[config.mk]
export PLATFORM = sky130hd
export DESIGN_NAME = pncr_ctrl
export DESIGN_NICKNAME = d
export VERILOG_FILES = /design/src/palette_nearest_color_remap_defines.svh /design/src/pncr_pkg.sv /design/src/pncr_ctrl.sv
export SDC_FILE = /design/constraint.sdc
export NUM_CORES = 1
export LEC_CHECK = 0
export ABC_AREA = 1
export BUFFER_PORTS_ARGS = -buffer_cell sky130_fd_sc_hd__buf_2
export CELL_PAD_IN_SITES_DETAIL_PLACEMENT = 1
export CELL_PAD_IN_SITES_GLOBAL_PLACEMENT = 1
export CORE_UTILIZATION = 23
export CTS_CLUSTER_SIZE = 24
export DETAILED_ROUTE_END_ITERATION = 6
export GPL_TIMING_DRIVEN = 0
export PLACE_DENSITY = 0.7
export SLEW_MARGIN = 20
export SYNTH_ARGS = -nofsm -noshare
export SYNTH_HDL_FRONTEND = slang
export SYNTH_SLANG_ARGS = --single-unit
[constraint.sdc]
create_clock -name clk -period 1.05 [get_ports clk]
set_input_delay 0.0525 -clock clk [delete_from_list [all_inputs] [get_ports clk]]
set_output_delay 0.0525 -clock clk [all_outputs]
set_load 0.02 [all_outputs]
[src/palette_nearest_color_remap_defines.svh]
// Assertion macros shared by the palette remap block
`ifndef PALETTE_NEAREST_COLOR_REMAP_DEFINES_SVH
`define PALETTE_NEAREST_COLOR_REMAP_DEFINES_SVH

// Same-cycle implication, disabled while reset is asserted
`define PNCR_ASSERT_IMP(lbl, clk, rst_n, ante, cons, msg) \
	lbl: assert property (@(posedge clk) disable iff (!(rst_n)) (ante) |-> (cons)) \
		else $error(msg);

// Next-cycle implication, disabled while reset is asserted
`define PNCR_ASSERT_NXT(lbl, clk, rst_n, ante, cons, msg) \
	lbl: assert property (@(posedge clk) disable iff (!(rst_n)) (ante) |=> (cons)) \
		else $error(msg);

`endif

[src/pncr_pkg.sv]
// Types, codes and constants shared by the palette remap block
`default_nettype none

package pncr_pkg;

	localparam int DEPTH_DEFAULT = 256;
	localparam int DIST_W = 18;
	localparam logic [DIST_W-1:0] START_DIST = DIST_W'(255 * 255 * 3);

	localparam logic [1:0] REG_OFFSET   = 2'd0;
	localparam logic [1:0] REG_ENTRIES  = 2'd1;
	localparam logic [1:0] REG_WRITABLE = 2'd2;

	typedef enum logic [1:0] {
		ACT_LOAD_PAL   = 2'd0,
		ACT_LOAD_REMAP = 2'd1,
		ACT_STREAM     = 2'd2,
		ACT_READ_PAL   = 2'd3
	} action_t;

	typedef enum logic [3:0] {
		ST_IDLE,
		ST_LOADP,
		ST_LOADR,
		ST_READ,
		ST_RDATA,
		ST_REDUCE,
		ST_DECIDE,
		ST_SEARCH,
		ST_UPDATE,
		ST_RESP
	} state_t;

	typedef enum logic [2:0] {
		RES_HOLD,
		RES_ZERO,
		RES_REMAP,
		RES_READ,
		RES_WRITABLE,
		RES_SEARCH
	} res_sel_t;

	typedef struct packed {
		logic     capture;
		logic     wr_pal_item;
		logic     wr_remap_item;
		logic     rd_pal_item;
		logic     reduce;
		logic     wr_pal_stream;
		logic     search_init;
		logic     search;
		logic     update;
		res_sel_t res_sel;
	} cmd_t;

	typedef struct packed {
		logic reduced;
		logic writable;
		logic search_done;
	} status_t;

	function automatic logic [7:0] abs_diff(input logic [7:0] a, input logic [7:0] b);
		return (a > b) ? (a - b) : (b - a);
	endfunction

endpackage

`default_nettype wire

[src/pncr_ctrl.sv]
// Controller state machine: sequences each request through the datapath
`default_nettype none

module pncr_ctrl import pncr_pkg::*; (
	input  wire logic       clk,
	input  wire logic       arst_n,
	input  wire logic       start,
	input  wire logic [1:0] action,
	input  wire status_t    status,
	output cmd_t            cmd,
	output logic            busy,
	output logic            done
);

	state_t state_q, state_d;

	always_ff @(posedge clk or negedge arst_n) begin
		if (!arst_n) begin
			state_q <= ST_IDLE;
		end else begin
			state_q <= state_d;
		end
	end

	always_comb begin
		state_d = state_q;
		cmd     = '0;
		cmd.res_sel = RES_HOLD;
		busy    = 1'b1;
		done    = 1'b0;
		case (state_q)
			ST_IDLE: begin
				busy = 1'b0;
				if (start) begin
					cmd.capture = 1'b1;
					case (action_t'(action))
						ACT_LOAD_PAL:   state_d = ST_LOADP;
						ACT_LOAD_REMAP: state_d = ST_LOADR;
						ACT_STREAM:     state_d = ST_REDUCE;
						ACT_READ_PAL:   state_d = ST_READ;
						default:        state_d = ST_IDLE;
					endcase
				end
			end
			ST_LOADP: begin
				cmd.wr_pal_item = 1'b1;
				cmd.res_sel     = RES_ZERO;
				state_d         = ST_RESP;
			end
			ST_LOADR: begin
				cmd.wr_remap_item = 1'b1;
				cmd.res_sel       = RES_REMAP;
				state_d           = ST_RESP;
			end
			ST_READ: begin
				cmd.rd_pal_item = 1'b1;
				state_d         = ST_RDATA;
			end
			ST_RDATA: begin
				cmd.res_sel = RES_READ;
				state_d     = ST_RESP;
			end
			ST_REDUCE: begin
				// remap entry is read here too; hold until the offset is in range
				cmd.reduce = 1'b1;
				if (status.reduced)
					state_d = ST_DECIDE;
			end
			ST_DECIDE: begin
				if (status.writable) begin
					cmd.wr_pal_stream = 1'b1;
					cmd.res_sel       = RES_WRITABLE;
					state_d           = ST_RESP;
				end else begin
					cmd.search_init = 1'b1;
					state_d         = ST_SEARCH;
				end
			end
			ST_SEARCH: begin
				cmd.search = 1'b1;
				if (status.search_done)
					state_d = ST_UPDATE;
			end
			ST_UPDATE: begin
				cmd.update  = 1'b1;
				cmd.res_sel = RES_SEARCH;
				state_d     = ST_RESP;
			end
			ST_RESP: begin
				done    = 1'b1;
				state_d = ST_IDLE;
			end
			default: state_d = ST_IDLE;
		endcase
	end

endmodule

`default_nettype wire

# == After elaboration in Yosys (flattened, before gate mapping) ==
# Index checks and enable logic that the tools add are counted.
# totals
elab_cells,41
regBits,4
out_inout_bits,14
in_bits,8
# classes
eq_ne,15
n_reduce_logical,4
n_mux,21
# op_table
op,count
4-bit one-hot mux with 6 select lines,1
4-bit by 3-bit == test with 1-bit output (second input constant),4
4-bit two-way mux,4
4-bit one-hot mux with 4 select lines,1
3-bit one-hot mux with 5 select lines,1
1-bit two-way mux,12
4-bit by 2-bit == test with 1-bit output (second input constant),2
4-bit == test (second input constant),2
2-bit != test (second input constant),3
2-bit == test (second input constant),2
4-bit by 1-bit == test with 1-bit output (second input constant),1
4-bit logical NOT,1
4-bit OR reduction,1
3-bit two-way mux,1
3-bit AND reduction,1
2-bit by 1-bit == test with 1-bit output (second input constant),1
2-bit logical NOT,1
2-bit two-way mux,1

# == Depth between registers and ports, before layout ==
# Gate-level depths: netlist of the first run.
# depth
word_depth,4
ltp_mapped,8
ltp_nobuf,8

# == Least setup slack after synthesis of the first run ==
# No wires, ideal clock.
# synth_path
path_type,register to output
start,register state_q[3]
end,output port cmd[0] (netlist bit)
path_buffers,0
setup_slack_ps,-237
path_stages_with_launch,6
required_time_ps,998
t_arrival_ps,1235
path_cell_list,dfrtp_1 nor2_2 inv_2 nor2_1 nor2_1 nand2_1
# synth_rtl
item,line,rtl
start: declaration,pncr_ctrl.sv:15,"state_t state_q, state_d;"
start signal: assignment,pncr_ctrl.sv:21,state_q <= state_d;
end: declaration,pncr_ctrl.sv:10,"output cmd_t cmd,"

==> run summary, run 1 <==
The run finished, with violations left. The final reports fail on setup timing. The register containing the most flip-flops in the final layout is state_q. Walking the worst path, the cells encountered are inv_2, nand2_2, nor2_4, nor2_2, nand2_2, buf_4. The largest stage delay on the critical path was 0.48 ns; the antenna violation net count after detailed routing was 0. STA puts the critical path data required time at 1.00 ns. The logs give 0.162 for the combined global-route utilization of all metal layers and 1 for the number of H-tree levels.

The critical path starts at state_q[0]. Global routing finished with a remaining overflow of 0. The final critical path time including I/O delays and setup was 1.34 ns. Entering global routing, the biggest net connects 8 pins.

The floorplan step defined a core boundary enclosing 1590 um^2. The logs give 1.06 mm for the HPWL after detailed placement and 0 for the number of remaining DRC errors. The area added between synthesis and finish was 97.0%; the final layout net count was 116. The final hold violation count was 0.

The CTS buffer count was 3. The logs give 22 for the I/O pin count and 355 um^2 for the total area of multi-input combinational cells. Setup repair after global routing could not meet its margin everywhere. For the number of max-cap violations, the log shows 0.

Type of the setup path with the least slack: flip-flop to output port. The portion of the post-synthesis area used by sequential elements is 0.242, and the worst IR drop on VDD is 1100 uV. Ratio of cells with drive above 1 in the final layout: 0.607. Counting stages on the worst path, the most repeated cell is sky130_fd_sc_hd__nand2_2.

The top achievable clock speed is 0.747 GHz. The slew at the pin with the worst max-slew slack was 0.220 ns. For this design the static power due to leakage is 0.463 nW. Fill cells in the final layout number 207. After detailed routing, the total wire length is 1.49 mm. Number of global-route vias before repair: 571. Dividing total power by cell area gives a power density of 2780 nW/um^2. The logs give 75 for the count of mapped cells out of synthesis and 4 for the count of clock tree sinks.

The global-route wire length before repair is 2.33 mm. The tools report the cell chosen for the clock root as sky130_fd_sc_hd__clkbuf_4. The run gives 14 as the number of cell rows. Setup violations remaining at the end of the flow were counted as 18.

After synthesis the netlist holds a flip-flop and latch count of 4. The worst setup path is launched from a flip-flop. STA classifies the critical path endpoint as an output port.

The final critical-path share of the clock period came out at 1.28. The die is 44.4 um wide. For this run, the number of Yosys warnings is 0.

Clock skew on the completed layout was measured at 0.00917 ns. The max-slew violation count was 0. The cell family contributing the most delay on the critical path was flip-flops.

The placed instances occupy a cell area of 594 um^2. Data on the critical path arrives at its endpoint at 1.29 ns. The flip-flop count of the largest register after layout is 4. Input and output buffers added on the ports amount to 21. The antenna diode count came out at 0.

The slowest stage of the critical path belongs to the cell sky130_fd_sc_hd__dfrtp_2. After routing the design area is 813 um^2. In this run the critical register-to-register path is launched from state_q[3]. The die covers 1970 um^2.

In the layout the commonest cells are sky130_fd_sc_hd__nand2_1 (16), sky130_fd_sc_hd__buf_6 (11), sky130_fd_sc_hd__inv_1 (10), sky130_fd_sc_hd__buf_2 (10), sky130_fd_sc_hd__nor2_4 (7). The first-iteration detailed-routing DRC count is 4, and the routed via count divided by cell count is 4.27. In this run the worst path has a maximum fanout of 6.

Synthesis produced a netlist with a net count of 83. For the number of buffers between clock root and the deepest sink, the log shows 2. Leading cell type in the layout, fill and taps excluded: sky130_fd_sc_hd__nand2_1.

The leading area contributor after synthesis was sky130_fd_sc_hd__dfrtp_1. The worst hold margin was 0.152 ns. After synthesis, the cell types taking the most area are sky130_fd_sc_hd__dfrtp_1 (24%), sky130_fd_sc_hd__nand2_1 (21%), sky130_fd_sc_hd__inv_1 (14%), sky130_fd_sc_hd__nor2_1 (11%), sky130_fd_sc_hd__nand3_1 (7.3%).

The netlist area before placement was 413 um^2; the initial cell density of the core was 0.259. In this run the vertical extent of the chip is 44.4 um. The final worst slack was -0.289 ns; the buffer and inverter count on the worst path was 2. The initial antenna violation count was 0; the share of the synthesized area in the top cell type was 0.242.

Dividing the detail-routed wire length by the instance count gives 11.3 um. The logs give 104 um^2 for the area occupied by registers and 131 for the filler-free cell count of the finished design. The largest registers in the layout are state_q (4). The class of the tightest hold or removal check was input port to asynchronous set/reset pin. The synthesized area per cell came out at 5.51 um^2. TritonCTS built the clock tree.

The logs give 0.23 ns for the clock latency at the later pin of the worst-skew pair and 559 for the total via count after detailed routing. The clock slew seen by the registers of the worst setup and hold paths was 0.04 ns. Routability-driven placement finished with a final weighted congestion of 0.784.

The number of different library cells used by synthesis comes to 15. The number of iterations in the first detailed-routing pass came out at 2. The remaining max-slew budget at the tightest pin was 0.853; the number of cells in the design after placement was 120.
## path summary, 6_finish.rpt
check	cells past startpoint	end	slack (ns)
max	6	cmd[0]	-0.29
min	2	state_q[0]	0.15
max reg2reg	7	state_q[2]	-0.28
min reg2reg	2	state_q[3]	0.70
max in group asynchronous	2	state_q[1]	0.76
min in group clk	3	state_q[1]	0.17
## worst register-to-register path, stage by stage, from the launching register on
cell and delay (ns):
sky130_fd_sc_hd__dfrtp_2 0.46, sky130_fd_sc_hd__nor2_4 0.22, sky130_fd_sc_hd__buf_4 0.14, sky130_fd_sc_hd__nand3b_1 0.12, sky130_fd_sc_hd__nand2_2 0.10, sky130_fd_sc_hd__nor2_2 0.05, sky130_fd_sc_hd__nand2_1 0.06, sky130_fd_sc_hd__nand2_1 0.05
## synth_stat cells (all sizes together)
cell	count
nand2	24
nand3b	2
dfrtp	4
nor3	1
inv	17
o21ai	1
nor2	16
nand3	6
or2	1
a21oi	1
o211ai	2
## repair_timing
action,in CTS,in global routing
hold buffers,1,0
setup endpoints to repair,18,18
pin swaps,1,3
hold endpoints to repair,4,0
setup buffers,5,1
gates resized for setup,22,25
## layout make-up
class                           count  share of cell area
Tap cell                           24              0.0369
Inverter                           17              0.0846
Clock buffer                        4              0.0323
Timing Repair Buffer               28               0.282
Multi-Input combinational cell     54               0.437
Sequential cell                     4               0.128
## power by group
part           total (mW)  internal [mW]  switching [mW]
Sequential          0.385          0.227           0.158
Combinational        1.67          0.692           0.982
Clock               0.203          0.142          0.0609
Total                2.26           1.06            1.20
## per-layer routing
layer  track usage  vias up  share of wire
met1         0.188      251           0.37
met3        0.0122        0          0.036
met2         0.309       16           0.59
li1              -      292              -
met4        0.0545        0              0
met5             0        -              0
## through the flow
step	setup slack, ns	power [mW]	setup TNS (ns)	util
floorplan	-0.0616	1.23	-0.263	-
global placement	-0.174	1.55	-0.826	0.373
detailed placement	-0.189	1.57	-0.902	0.373
CTS	-0.275	1.99	-3.62	0.454
global route	-0.357	2.44	-5.14	0.510
finish	-0.289	2.26	-3.95	0.510
## cell families after synthesis
| kind of cell | Yosys count | share of synthesized area |
|---|---|---|
| AO/OA/AOI/OAI | 4 | 0.0606 |
| buffers and inverters | 17 | 0.155 |
| AND/OR/NAND/NOR | 50 | 0.542 |
| flip-flops | 4 | 0.242 |
Note: power is estimated with default switching activity, not from simulation.
==> run 2: changes to the inputs <==
==> constraint.sdc (replaced) <==
create_clock -name clk -period 1.05 [get_ports clk]
set_input_delay 0.1575 -clock clk [delete_from_list [all_inputs] [get_ports clk]]
set_output_delay 0.1575 -clock clk [all_outputs]
set_load 0.02 [all_outputs]
==> run 2 against run 1 <==
Maximum frequency is 7.2% lower. Sequential power is 6.2% lower. Worst hold slack better by 0.094 ns. The run still ends with setup timing left. Die area stayed put. Critical path depth is 1 higher. Register-to-register slack hardly changed. Clock skew hardly changed. Routed wire length is 7.9% higher. Global-route usage is 1.9 points higher. First-iteration DRC count stayed put. Sequential share of layout area is 0.84 points lower.
==> run summary, run 2 (synthesis gave the netlist of run 1 again) <==
Ranked by flip-flop count, first place goes to state_q. The die extent in y came out at 44.4 um (unchanged). The endpoint identified for the worst register-to-register timing path is state_q[0]. The max-slew violation count is 0 (unchanged), and the ratio of cells with drive above 1 in the final layout is 0.632 (+0.0241). Slew at the pin with the worst max-slew slack: 0.210 ns (-0.00982 ns).

From synthesis to final layout, the design area changed by 111%. The antenna violation net count after detailed routing came out at 0 (unchanged). The run gives -0.207 ns (-0.0172 ns) as the post-place setup slack.

TritonCTS built the clock tree. The wire length reported by the detailed router was 1.60 mm (+7.9%); the clock slew seen by the registers of the worst setup and hold paths was 0.04 ns (about the same). The tools report the top achievable clock speed as 0.693 GHz (-7.2%). The filler-free cell count of the finished design was 138 (+5.3%).

The worst reg2reg path depth is 7 (unchanged), and the global-route wire length before repair is 2.53 mm (+8.3%). The most critical setup path has its startpoint at state_q[2]. The cell area after placement came out at 612 um^2 (+2.9%). The number of buffers between clock root and the deepest sink came out at 2 (unchanged).

The total of endpoints with negative setup slack in the final report was 18 (unchanged); the sum of negative setup slack was -5.40 ns (-1.45 ns). The startpoint identified for the worst register-to-register timing path is state_q[3]. The worst hold path belongs to the class input port to asynchronous set/reset pin.

The cell chosen for the clock root is sky130_fd_sc_hd__clkbuf_4. The logs give 1.09 mm (+3.0%) for the HPWL after detailed placement and 0.738 (-5.9%) for the routability-driven placement congestion ratio. The run gives 0 (unchanged) as the remaining global-route overflow. Number of remaining DRC errors: 0 (unchanged). The tools report the initial cell density of the core as 0.259 (unchanged). The count of clock tree sinks was 4 (unchanged). The biggest fanout along the worst timing path came out at 3 (-3). The number of global-route vias before repair is 576 (+0.88%), and the area of all placed cells without fillers is 871 um^2 (+7.1%).

The routed via count divided by cell count is 4.30 (+0.70%). The final reports fail on setup timing. The port buffer count is 21 (unchanged), and the total design power is 2.38 mW (+5.2%).

The tools report the worst clock skew as 0.00883 ns (-0.000344 ns). The tools report the largest net degree at the start of global routing as 7 (-1). The critical path capture point was cmd[0]. Type of the setup path with the least slack: flip-flop to output port.

The kind of capture point of the worst setup path was an output port. Initial antenna violation count: 0 (unchanged). The register-to-register path setup slack came out at -0.28 ns (about the same).

The final worst slack was -0.394 ns (-0.104 ns); the average detailed-routed wire length per instance was 11.6 um (+2.4%). The area of the placeable core is 1590 um^2 (unchanged), and the final hold violation count is 0 (unchanged). The run gives 3 (+1) as the number of iterations in the first detailed-routing pass.

The final critical-path share of the clock period works out to 1.37 (+0.0995). The worst endpoint required time was 0.89 ns (-0.11 ns). For the number of H-tree levels, the log shows 1 (unchanged). The worst IR drop on VDD was 960 uV (-12%). Setup repair after global routing could not meet its margin everywhere. The clock latency at the later pin of the worst-skew pair is 0.24 ns (about the same), and the antenna diode count is 0 (unchanged). The final layout net count is 123 (+6.0%).

Number of max-cap violations: 0 (unchanged). Total via count after detailed routing: 593 (+6.1%). The combined global-route utilization of all metal layers came out at 0.181 (+0.0193). The tools report the first-iteration detailed-routing DRC count as 4 (unchanged).

The run gives 0.859 (+0.00593) as the remaining max-slew budget at the tightest pin. In the layout the commonest cells are sky130_fd_sc_hd__nand2_1 (17), sky130_fd_sc_hd__buf_4 (12), sky130_fd_sc_hd__buf_2 (11), sky130_fd_sc_hd__buf_6 (11). In the final layout, the registers with the most flip-flops are state_q (4).

The tools report the launching element type of the critical path as a flip-flop. The areal power density over the cells is 2730 nW/um^2 (-1.7%), and the arrival time reported for the critical path endpoint is 1.29 ns (about the same). The number of cell rows came out at 14 (unchanged). The chip width was 44.4 um (unchanged); the flip-flop count of the largest register after layout was 4 (unchanged).

The leakage power figure is 0.502 nW (+8.3%), and the final critical path time including I/O delays and setup is 1.44 ns (+0.104 ns). The run finished, with violations left. The I/O pin count was 22 (unchanged). Leaving out fill and tap cells, the most frequent cell in the layout is sky130_fd_sc_hd__nand2_1. The number of cells in the design after placement was 120 (unchanged); the overall die area was 1970 um^2 (unchanged). The CTS buffer count was 3 (unchanged).
run 2: repair_timing:
action,4_1_cts,5_1_grt
gates cloned,0,0
setup endpoints to repair,18,18
endpoints found under the hold margin,4,0
gates resized for setup,24,16
buffers inserted,9,4
pin swaps,6,6
hold buffers,1,0
run 2: cell type report:
type,instances,area (um^2)
fill,213,723
multi-input combinational,54,363
timing repair buffer,35,279
sequential,4,104
inverter,17,68.8
tap,24,30.0
clock buffer,4,26.3
run 2: power breakdown:
part / total, mW / leakage, nW / internal, mW / switching, mW
logic: 1.81 / 0.439 / 0.772 / 1.04
clock network: 0.210 / 0.0150 / 0.143 / 0.0671
registers: 0.361 / 0.0474 / 0.227 / 0.133
total: 2.38 / 0.502 / 1.14 / 1.24
run 2: metrics by stage:
stage	utilization	hold WS, ns
3_3_place_gp	0.384	-0.0381
5_1_grt	0.546	0.248
4_1_cts	0.496	0.240
6_report	0.546	0.247
2_1_floorplan	-	-0.138
3_5_place_dp	0.384	-0.0362
run 2: metal layers:
metal / vias up / wire [um] / global-route usage
li1: 306 / - / -
met1: 272 / 659 / 0.203
met2: 15 / 909 / 0.332
met3: 0 / 33 / 0.0245
met4: 0 / 0 / 0.0909
met5: - / 0 / 0
run 2: how the worst min path moves through the flow:
| stage | startpoint | end | slack (ns) | cells after the start |
|---|---|---|---|---|
| finish | arst_n | state_q[3] | 0.25 | 2 |
| global route | arst_n | state_q[1] | 0.25 | 2 |
| CTS | arst_n | state_q[3] | 0.24 | 2 |
| detailed placement | arst_n | state_q[2] | -0.04 | 1 |
| global placement | arst_n | state_q[2] | -0.04 | 1 |
| floorplan | arst_n | state_q[0] | -0.14 | 0 |
run 2: critical path: stages (launching register included):
cell and delay [ns]:
sky130_fd_sc_hd__dfrtp_1 0.39, sky130_fd_sc_hd__buf_6 0.13, sky130_fd_sc_hd__nor2_4 0.15, sky130_fd_sc_hd__inv_4 0.07, sky130_fd_sc_hd__nor2_4 0.09, sky130_fd_sc_hd__nor2_2 0.05
sky130_fd_sc_hd__nand2_2 0.06, sky130_fd_sc_hd__buf_6 0.11
==> run 3: changes to the inputs <==
Settings changed: MAX_ROUTING_LAYER from default to met4, PLACE_DENSITY 0.7 to default, PLACE_DENSITY_LB_ADDON from default to 0.1.
==> run 3 against run 2 <==
The flow still finishes with violations (setup timing). Sequential share of layout area is 0.078 points lower. Critical path depth shrank 2. Die area unchanged. Combinational power barely moved. Worst hold slack improved by 0.0094 ns. Utilization grew 1.0 points. Sequential power rose by 6.9%. Design area rose by 1.9%. Register-to-register slack worse by 0.09 ns.
==> run summary, run 3 (synthesis gave the netlist of run 1 again) <==
The flow ran to the end, but the final reports show violations. The final reports fail on setup timing. The critical path starts at state_q[2]. The largest net degree at the start of global routing is 7 (unchanged), and the I/O pin count is 22 (unchanged). The antenna diode count came out at 0 (unchanged).

The slowest stage of the critical path belongs to the cell sky130_fd_sc_hd__dfrtp_2. Worst clock skew: 0.00254 ns (-0.00629 ns). The final layout net count is 120 (-2.4%). The ratio of cells with drive above 1 in the final layout was 0.649 (+0.0171); the worst reg2reg path depth was 8 (+1).

The run gives 887 um^2 (+1.9%) as the area of all placed cells without fillers. The total design power was 2.43 mW (+2.2%); the number of remaining DRC errors was 0 (unchanged). Ranked by flip-flop count, first place goes to state_q. The flip-flop count of the largest register after layout came out at 4 (unchanged). Top achievable clock speed: 0.696 GHz (+0.42%). The remaining max-slew budget at the tightest pin is 0.818 (-0.0414). TritonCTS built the clock tree. The logs give 2 (-1) for the number of iterations in the first detailed-routing pass and 0 (unchanged) for the number of max-cap violations. The antenna violation net count after detailed routing was 0 (unchanged); the chip width was 44.4 um (unchanged). Port buffer count: 21 (unchanged).

The initial cell density of the core was 0.259 (unchanged); the number of cell rows was 14 (unchanged). For the wire length reported by the detailed router, the log shows 1.53 mm (-4.5%). The worst hold path belongs to the class input port to asynchronous set/reset pin. Final worst slack: -0.388 ns (+0.00601 ns). The routed via count divided by cell count is 4.39 (+2.2%), and the largest stage delay on the critical path is 0.41 ns (+0.02 ns). Clock slew seen by the registers of the worst setup and hold paths: 0.04 ns (about the same). Type of the setup path with the least slack: flip-flop to output port. The worst IR drop on VDD is 1330 uV (+38%). In this run the critical register-to-register path is captured at state_q[0].

The slew at the pin with the worst max-slew slack came out at 0.272 ns (+0.0623 ns). The combined global-route utilization of all metal layers came out at 0.168 (-0.0138). The critical path ends at cmd[2].

CTS placed an instance of sky130_fd_sc_hd__clkbuf_4 at the clock tree root. The number of global-route vias before repair came out at 582 (+1.0%). For the initial antenna violation count, the log shows 0 (unchanged). Register-to-register path setup slack: -0.37 ns (-0.09 ns). Setup repair after global routing could not meet its margin everywhere.

The tools report the first-iteration detailed-routing DRC count as 3 (-1). Broken down by cell family, the worst path's largest delay share belongs to simple AND/OR/NAND/NOR gates. From synthesis to final layout, the design area changed by 115%. The run gives 593 (unchanged) as the total via count after detailed routing.

The routability-driven placement congestion ratio is 0.680 (-7.9%), and the CTS buffer count is 3 (unchanged). The tools report the origin of the critical flop-to-flop path as state_q[2]. For the worst endpoint required time, the log shows 0.89 ns (about the same). The cell area after placement is 612 um^2 (unchanged). The launching element type of the critical path is a flip-flop. The die extent in y came out at 44.4 um (unchanged). The buffer and inverter count on the worst path came out at 2 (-1). The arrival time reported for the critical path endpoint was 1.28 ns (about the same); the average detailed-routed wire length per instance was 11.3 um (-2.4%).

The areal power density over the cells was 2740 nW/um^2 (+0.36%). The count of clock tree sinks is 4 (unchanged). In the final layout, the registers with the most flip-flops are state_q (4). The sum of negative setup slack was -5.85 ns (-0.457 ns); the clock latency at the later pin of the worst-skew pair was 0.24 ns (about the same). For the number of buffers between clock root and the deepest sink, the log shows 2 (unchanged). Final hold violation count: 0 (unchanged). The logs give 0 (unchanged) for the remaining global-route overflow and 0 (unchanged) for the max-slew violation count.

The number of H-tree levels came out at 1 (unchanged). The biggest fanout along the worst timing path was 6 (+3); the leakage power figure was 0.493 nW (-1.8%). The global-route wire length before repair is 2.33 mm (-7.6%).

The critical path goes through inv_4, nor2_4, nand3_2, nand2_1, buf_6. Final critical path time including I/O delays and setup: 1.44 ns (-0.00601 ns). Cell count along the critical path: 5 (-2). Leaving out fill and tap cells, the most frequent cells in the layout are sky130_fd_sc_hd__nand2_1 (13), sky130_fd_sc_hd__buf_6 (13), sky130_fd_sc_hd__inv_1 (11), sky130_fd_sc_hd__nor2_4 (10), sky130_fd_sc_hd__buf_4 (10). The worst setup path is captured at an output port. Overall die area: 1970 um^2 (unchanged). The run gives 1.10 mm (+0.59%) as the HPWL after detailed placement.

The final critical-path share of the clock period was 1.37 (-0.00573); the total of endpoints with negative setup slack in the final report was 18 (unchanged). Area of the placeable core: 1590 um^2 (unchanged).
-- run 3: what timing repair did --
action | CTS | global route
pin swaps | 5 | 18
hold buffers | 1 | 0
setup buffers | 6 | 5
hold endpoints to repair | 4 | 0
gates resized for setup | 17 | 35
endpoints found under the setup margin | 18 | 18
-- run 3: metrics by stage --
stage           util  hold WS, ns  std cells  worst slack [ns]
2_1_floorplan      -       -0.138         75           -0.0928
3_3_place_gp   0.384      -0.0373        120            -0.208
3_5_place_dp   0.384      -0.0273        120            -0.198
4_1_cts        0.473        0.249        131            -0.397
5_1_grt        0.557        0.269        135            -0.460
6_report       0.557        0.256        135            -0.388
-- run 3: area by class of cell --
type                            instances  area (um^2)
Fill cell                             206          707
Multi-Input combinational cell         54          383
Timing Repair Buffer                   32          272
Sequential cell                         4          105
Inverter                               17         71.3
Tap cell                               24         30.0
Clock buffer                            4         26.3
-- run 3: per-layer routing --
layer | GRT usage | up-vias | wire, um
met5 | - | - | 0
met2 | 0.297 | 14 | 912
met4 | 0.0727 | 0 | 0
li1 | - | 299 | -
met3 | 0.0122 | 0 | 46
met1 | 0.192 | 280 | 571
-- run 3: where the power goes --
group / internal (mW) / switching (mW) / total [mW]
Clock: 0.143 / 0.0693 / 0.212
Sequential: 0.229 / 0.157 / 0.386
Combinational: 0.800 / 1.04 / 1.84
Total: 1.17 / 1.26 / 2.43
-- run 3: worst reg2reg max path, cell delays in order (launching register included) --
cell and delay, ns:
sky130_fd_sc_hd__dfrtp_2 0.41, sky130_fd_sc_hd__inv_4 0.06, sky130_fd_sc_hd__nor2_4 0.25, sky130_fd_sc_hd__buf_6 0.15, sky130_fd_sc_hd__nand3b_1 0.14, sky130_fd_sc_hd__nand2_2 0.14, sky130_fd_sc_hd__nor2_4 0.05, sky130_fd_sc_hd__nand2_2 0.06
sky130_fd_sc_hd__nand2_2 0.05
-- run 3: worst min-delay path by stage --
| stage | start | end | slack, ns | cells past startpoint |
|---|---|---|---|---|
| final | arst_n | state_q[0] | 0.26 | 2 |
| after global routing | arst_n | state_q[1] | 0.27 | 2 |
| after CTS | arst_n | state_q[0] | 0.25 | 2 |
| after detailed placement | arst_n | state_q[2] | -0.03 | 1 |
| after global placement | arst_n | state_q[2] | -0.04 | 1 |
| after floorplan | arst_n | state_q[0] | -0.14 | 0 |
